File: src/hw/rtl/stsa_pkg.sv
// Package for the station traffic share averager.
// Holds the default parameters, the state and register codes and the shared types.
// No dependencies.
`timescale 1ns / 1ps

package stsa_pkg;

    localparam int DEF_STATIONS      = 64;
    localparam int DEF_AVG_SCALE     = 12;
    localparam int DEF_WEIGHT_FACTOR = 15;
    localparam int DEF_WEIGHT_DIV    = 16;

    localparam int CNT_W  = 64;   // cumulative counter width
    localparam int DEN_W  = 66;   // exact interval total
    localparam int AVG_W  = 16;
    localparam int STEP_W = 5;    // divider step count, up to 31

    typedef enum logic [0:0] {
        REG_VOICE_WEIGHT = 1'b0,
        REG_MIN_PACKETS  = 1'b1
    } t_cfg_reg;

    typedef enum logic [3:0] {
        ST_CLEAR,
        ST_IDLE,
        ST_LOAD,
        ST_DIFF,
        ST_SHARE,
        ST_WSHARE,
        ST_BLEND,
        ST_WBLEND,
        ST_WRITE
    } t_state;

    // One memory row per station: two snapshot slots of (normal, bulk, prio).
    typedef struct packed {
        logic [1:0][2:0][CNT_W-1:0] snap;
        logic                       sel;
        logic [AVG_W-1:0]           bulk;
        logic [AVG_W-1:0]           prio;
    } t_row;

    // Request to the shared divider. The remainder starts at rem0 (below den)
    // and the bits of low are shifted in from the top, one per step.
    typedef struct packed {
        logic              start;
        logic [DEN_W-1:0]  rem0;
        logic [DEN_W-1:0]  den;
        logic [AVG_W-1:0]  low;
        logic [STEP_W-1:0] steps;
    } t_div_req;

endpackage

File: src/hw/rtl/stsa_div.sv
// Restoring divider, one quotient bit per cycle, used for the two share samples.
// Depends on stsa_pkg for the request type and widths.
`timescale 1ns / 1ps

module stsa_div (
    input  logic                           i_clk,
    input  logic                           i_rst_n,
    input  stsa_pkg::t_div_req             i_req,
    output logic                           o_done,
    output logic [stsa_pkg::AVG_W-1:0]     o_quot
);

    logic [stsa_pkg::DEN_W-1:0]  r_rem;
    logic [stsa_pkg::DEN_W-1:0]  r_den;
    logic [stsa_pkg::AVG_W-1:0]  r_low;
    logic [stsa_pkg::AVG_W-1:0]  r_quot;
    logic [stsa_pkg::STEP_W-1:0] r_cnt;
    logic                        r_run;
    logic                        r_done;
    logic [stsa_pkg::DEN_W:0]    trial;
    logic [stsa_pkg::DEN_W:0]    diff;
    logic                        fits;

    // The remainder stays below den, so the shifted trial fits one extra bit.
    assign trial = {r_rem, r_low[stsa_pkg::AVG_W-1]};
    assign diff  = trial - {1'b0, r_den};
    assign fits  = (trial >= {1'b0, r_den});

    always_ff @(posedge i_clk) begin
        if (!i_rst_n) begin
            r_run  <= 1'b0;
            r_done <= 1'b0;
            r_cnt  <= '0;
        end else begin
            r_done <= 1'b0;
            if (i_req.start) begin
                r_run <= 1'b1;
                r_cnt <= i_req.steps;
            end else if (r_run) begin
                r_cnt <= r_cnt - 1'b1;
                if (r_cnt == stsa_pkg::STEP_W'(1)) begin
                    r_run  <= 1'b0;
                    r_done <= 1'b1;
                end
            end
        end
    end

    always_ff @(posedge i_clk) begin
        if (i_req.start) begin
            r_rem  <= i_req.rem0;
            r_den  <= i_req.den;
            r_low  <= i_req.low;
            r_quot <= '0;
        end else if (r_run) begin
            r_rem  <= fits ? diff[stsa_pkg::DEN_W-1:0] : trial[stsa_pkg::DEN_W-1:0];
            r_low  <= {r_low[stsa_pkg::AVG_W-2:0], 1'b0};
            r_quot <= {r_quot[stsa_pkg::AVG_W-2:0], fits};
        end
    end

    assign o_done = r_done;
    assign o_quot = r_quot;

endmodule

File: config.mk
export PLATFORM = sky130hd
export DESIGN_NAME = stsa_div
export DESIGN_NICKNAME = d
export VERILOG_FILES = /design/src/hw/rtl/stsa_pkg.sv /design/src/hw/rtl/stsa_div.sv
export SDC_FILE = /design/constraint.sdc
export NUM_CORES = 1
export LEC_CHECK = 0
export ABC_AREA = 0
export BUFFER_PORTS_ARGS = -buffer_cell sky130_fd_sc_hd__buf_2
export CAP_MARGIN = 25
export CORE_MARGIN = 3
export CORE_UTILIZATION = 47
export DETAILED_ROUTE_END_ITERATION = 6
export PLACE_DENSITY = 0.71
export SYNTH_ARGS = -nofsm -noshare
export SYNTH_HDL_FRONTEND = slang
export SYNTH_SLANG_ARGS = --single-unit
File: constraint.sdc
create_clock -name i_clk -period 3.2 [get_ports i_clk]
set_input_delay 0.16 -clock i_clk [delete_from_list [all_inputs] [get_ports i_clk]]
set_output_delay 0.16 -clock i_clk [all_outputs]
set_load 0.05 [all_outputs]
-- Word level (Yosys, flattened, before mapping)
Cells that the tools add are included.
- logic and storage cells: 26
- memory bits (writable): 0
- input bits: 156
- bits in read-only memories: 0
- output and inout bits: 17
- bits in latches: 0
- memories: 0
- register bits: 171
- divide/modulo/power cells: 0
- add/subtract/negate cells: 2
- eq/ne operators: 1
- magnitude comparators: 1
- shifts and indexed selects: 0
- reductions and logical operators: 2
- multiplexer cells: 11
- bitwise logic cells: 2
- multipliers: 0
- operators with widths (cell ; count):
    $mux W66 ; 3
    $ge A67 B66 Y1 ; 1
    $sub A66 B66 Y66 ; 1
    $mux W16 ; 2
    $mux W5 ; 2
    $eq A5 B1 Y1 const B ; 1
    $sub A5 B1 Y5 const B ; 1
    $mux W1 ; 4
    $reduce_or A3 Y1 ; 1
    $not A1 Y1 ; 2
    $reduce_bool A2 Y1 ; 1

-- Depth between registers and ports, before layout
- depth in word-level cells: 4
- mapped depth: 14
- mapped depth without buffers: 12

-- Worst setup path after synthesis
Ideal clock, no wire load.
- kind: flip-flop to flip-flop
- start point: reg r_rem[9] (netlist name)
- end point: reg r_rem[61] (netlist name), data pin
- cell stages (with the launch flop): 12
- arrival: 2.835 ns
- clock period less this slack: 3.096 ns
- path buffers: 1
- required time: 2.939 ns
- path slack: 0.104 ns
- setup time: 0.261 ns
- path through: edfxtp_1 -> ha_1 -> buf_6 -> a21o_1 -> a21o_1 -> a221o_1 -> or3_4 -> a2111oi_4 -> o31ai_2 -> a21boi_2 -> xnor2_1 -> a221o_1
- longest elaborated chain between the ends: 4
- elaborated cells between the ends (all ways): 5
- those cells by class: 1 x add/sub; 1 x order compare; 3 x mux
- ends and longest elaborated chain (element ; line ; source):
    from (decl) ; stsa_div.sv:13 ; logic [stsa_pkg::DEN_W-1:0] r_rem;
    from (signal assigned) ; stsa_div.sv:51 ; r_rem <= i_req.rem0;
    from (signal assigned) ; stsa_div.sv:56 ; r_rem <= fits ? diff[stsa_pkg::DEN_W-1:0] : trial[stsa_pkg::DEN_W-1:0];
    $sub A66 B66 Y66 / $ge A67 B66 Y1 (equally long branches) ; stsa_div.sv:26, stsa_div.sv:27 ;
    $mux W66 (*) ; stsa_div.sv:56 ;
    $mux W66 (*) ; stsa_div.sv:55 ; end else if (r_run) begin
    $mux W66 (*) ; stsa_div.sv:50 ; if (i_req.start) begin
Every way passes the cells marked *; elsewhere a longest branch is shown, timed or not. The select of a mux whose other input is x is not followed.
A chain may end at the register's enable or synchronous reset.

-- Worst setup path after layout
- start point: reg r_rem[9] (netlist name)
- end point: reg r_rem[65] (netlist name), data pin
Same word-level chain as after synthesis.

==> flow_summary.toml <==
[floorplan]
die_h_um = 161.3
initial_core_util_pct = 48.03
rows = 56
die_w_um = 161.3
die_area_um2 = 26030
core-area_um2 = 23610
io_pins = 173

[cells_and_area]
n_antenna_cell = 0
drive_gt1_share_pct = 30.27
layout.nets = 1791
final_cells = 1898
final_core_util_pct = 66.01
area_delta_synth_final_pct = 37.43

[sta]
rsz0062_at_grt = "yes"
worst_pin_slew_ns = 0.9061
hold_violations = 0
final-setup-viol-count = 5
whs_ns = 0.009147
fin_crit_sh_pct = 102.1
fin_ws_ns = -0.06613
fmax_mhz = 306.2
fin_skew_ns = 0.01659
layout_min_cycle_time_ns = 3.266
slew_violations = 0
slew_headroom_pct = 39.59

[global_route]
overflow = 0
grt_pass1_wl_um = 52740
grt_start_max_net_pins = 80
grt_usage_pct = 24.95
antenna_found_initial = 2
grt_pass1_vias = 10771

[clock_network]
cts.sinks = 171
clock_latency_ns = 0.45
clk_pin_slew_worst_paths_ns = 0.08
cts_tree = "yes"
clockBufferDepth = 2
numCtsBuffers = 17
ctsRootBufferMaster = "clkbuf_16"
htreeDepth = 4

[outcome]
violations = "setup timing"
status = "complete, but fails checks"

[routing]
vias_per_cell = 5.661
vias = 10745
drt_iter0_drc = 874
ant_nets = 0
routedWlPerCell_um = 17.80
dr_wl_met3_um = 2225
drcViolationCount = 0
top_layer = "met5"
totalWireLength_um = 33780
drt-met1-wl_um = 14680
first_pass_iters = 5
wl_met2_um = 15950

[yosys]
synth-xor-area-share_pct = 3.784
ys_ff_latch = 171
synthAdderAreaFrac_pct = 7.679
async_flop_share_pct = 0
yosysMostFrequentCell = "edfxtp_1"
synth_edf_count = 148
yosysTopAreaCellShare_pct = 39.19
synth-simple-area-share_pct = 15.62
muxShareOfSynthArea_pct = 3.277
yosysWarnings = 0
synth_compound_area_share_pct = 21.05
synth_nets = 1437
seq_area_frac_synth_pct = 43.25
yosys_most_used_dff = "edfxtp_1"
synth_top_family_by_area = "compound AO/OA/AOI/OAI gates"
yosysUniqueCellTypes = 67
syn_inst = 1212
yosysTopAreaCell = "edfxtp_1"
synth.cell_area_um2 = 11340
synth_common_cells = "148 x edfxtp_1, 133 x nand2_1, 102 x nor2_1, 98 x a21oi_1, 88 x inv_1"
synth.area.top_cells = "edfxtp_1 39%, ha_1 7.5%, nand2_1 4.4%"
syn_area_per_cell_um2 = 9.357

[worst_setup_path]
cp.arrival_ns = 3.45
critPathMaxStageDelay_ns = 0.49
path_class = "flip-flop to flip-flop"
worstPathMaxFanout = 4
cpMaxStageDelayCell = "a2111oi_4"
startpoint_type = "flip-flop"
path_common_cell = "a21o_1"
cp_cell_sequence = "ha_4 -> buf_6 -> a21o_1 -> a21o_1 -> a221o_1 -> or3_4 -> a2111oi_4 -> nor2_2 -> a21oi_2 -> and4_1 -> nor4_1"
crit_path_end_kind = "flip-flop"
required_ns = 3.39
r2r_setup_slack_ns = -0.07

[pwr]
vdd_drop_max_mv = 0.4132
cellLeakagePower_uw = 0.006656
powerDensity_nw_per_um2 = 798.7

[run]
drv_cap = 0

[placement]
routabilityCongestion = 0.9632
dp_hpwl_um = 23490
dp_cells = 1776
numPortBuffers = 172

[min_path]
min_path_type = "primary input to flip-flop"
## through the flow
stage	power (uW)	cell area, um^2	worst slack (ns)	setup TNS, ns
final	12450	15590	-0.06613	-0.2185
after global routing	13230	15590	-0.1784	-0.8654
after CTS	11770	14950	-0.06624	-0.1181
after detailed placement	9300	13420	-0.2125	-4.799
after global placement	9220	13420	-0.1213	-1.693
after floorplan	7155	11340	0.1040	0
## logic make-up (layout without fill, tap and decap cells)
family | after synthesis | count (layout)
and+or+nand+nor | 381 | 381
AOI/OAI and AO/OA | 359 | 359
DFF | 171 | 171
buffers and inverters | 148 | 515
adders and majority gates | 69 | 69
xor gates and xnor gates | 49 | 49
muxes | 35 | 35
## area by class of cell
class                           count  area (um^2)
Inverter                           88        331.6
Timing Repair Buffer              395         2850
Sequential cell                   171         4905
Fill cell                        1890         8026
Multi-Input combinational cell    893         6485
Clock buffer                       17        425.4
Tap cell                          319        399.1
Clock inverter                     15        190.2
## layout by cell type, fill, tap and decap left out, drive strengths merged, types with 29 or more instances in the layout
master         n
nor2         102
ha            68
edfxtp       148
a21o          29
dlygate4sd3   72
inv           95
a21oi         99
buf          322
a31oi         44
nand2        133
o21ai         63
## report_power, final
group | switching, uW | internal [uW]
clock network | 1110 | 1070
logic | 3800 | 3240
registers | 255 | 2970
## what timing repair did
action | CTS | global route
buffers inserted | 2 | 15
hold buffers | 71 | 1
endpoints found under the hold margin | 73 | 1
gates resized for setup | 37 | 97
gates cloned | 0 | 1
setup endpoints to repair | 65 | 65
pin swaps | 7 | 36
## per-layer routing
metal	global-route usage [%]	up-vias
met3	5.745	69
met5	0	-
met1	32.31	5100
met4	8.174	4
li1	-	5187
met2	41.52	385
## worst max-delay path: cells and delay by family (launching register included)
family,cells,cell delay (ns)
AOI/OAI and AO/OA,5,1.45
adders and majority gates,1,0.20
buffers and inverters,1,0.11
DFF,1,0.43
and+or+nand+nor,4,0.81
## final timing paths
path | startpoint | endpoint | cells after the start
worst min register to register | o_quot[3] | o_quot[3] | 2
worst min-delay path | i_req[135] | r_rem[48] | 2
worst max-delay path | r_rem[9] | r_rem[65] | 11
worst max register to register | r_rem[9] | r_rem[65] | 11
## state kept, by name (all words and copies together) (netlist names)
| signal | cells |
|---|---|
| r_den | 66 |
| r_rem | 66 |
| o_quot | 16 |
| r_low | 16 |
| r_cnt | 5 |
| o_done | 1 |
| r_run | 1 |
(Power assumes the default switching activity.)
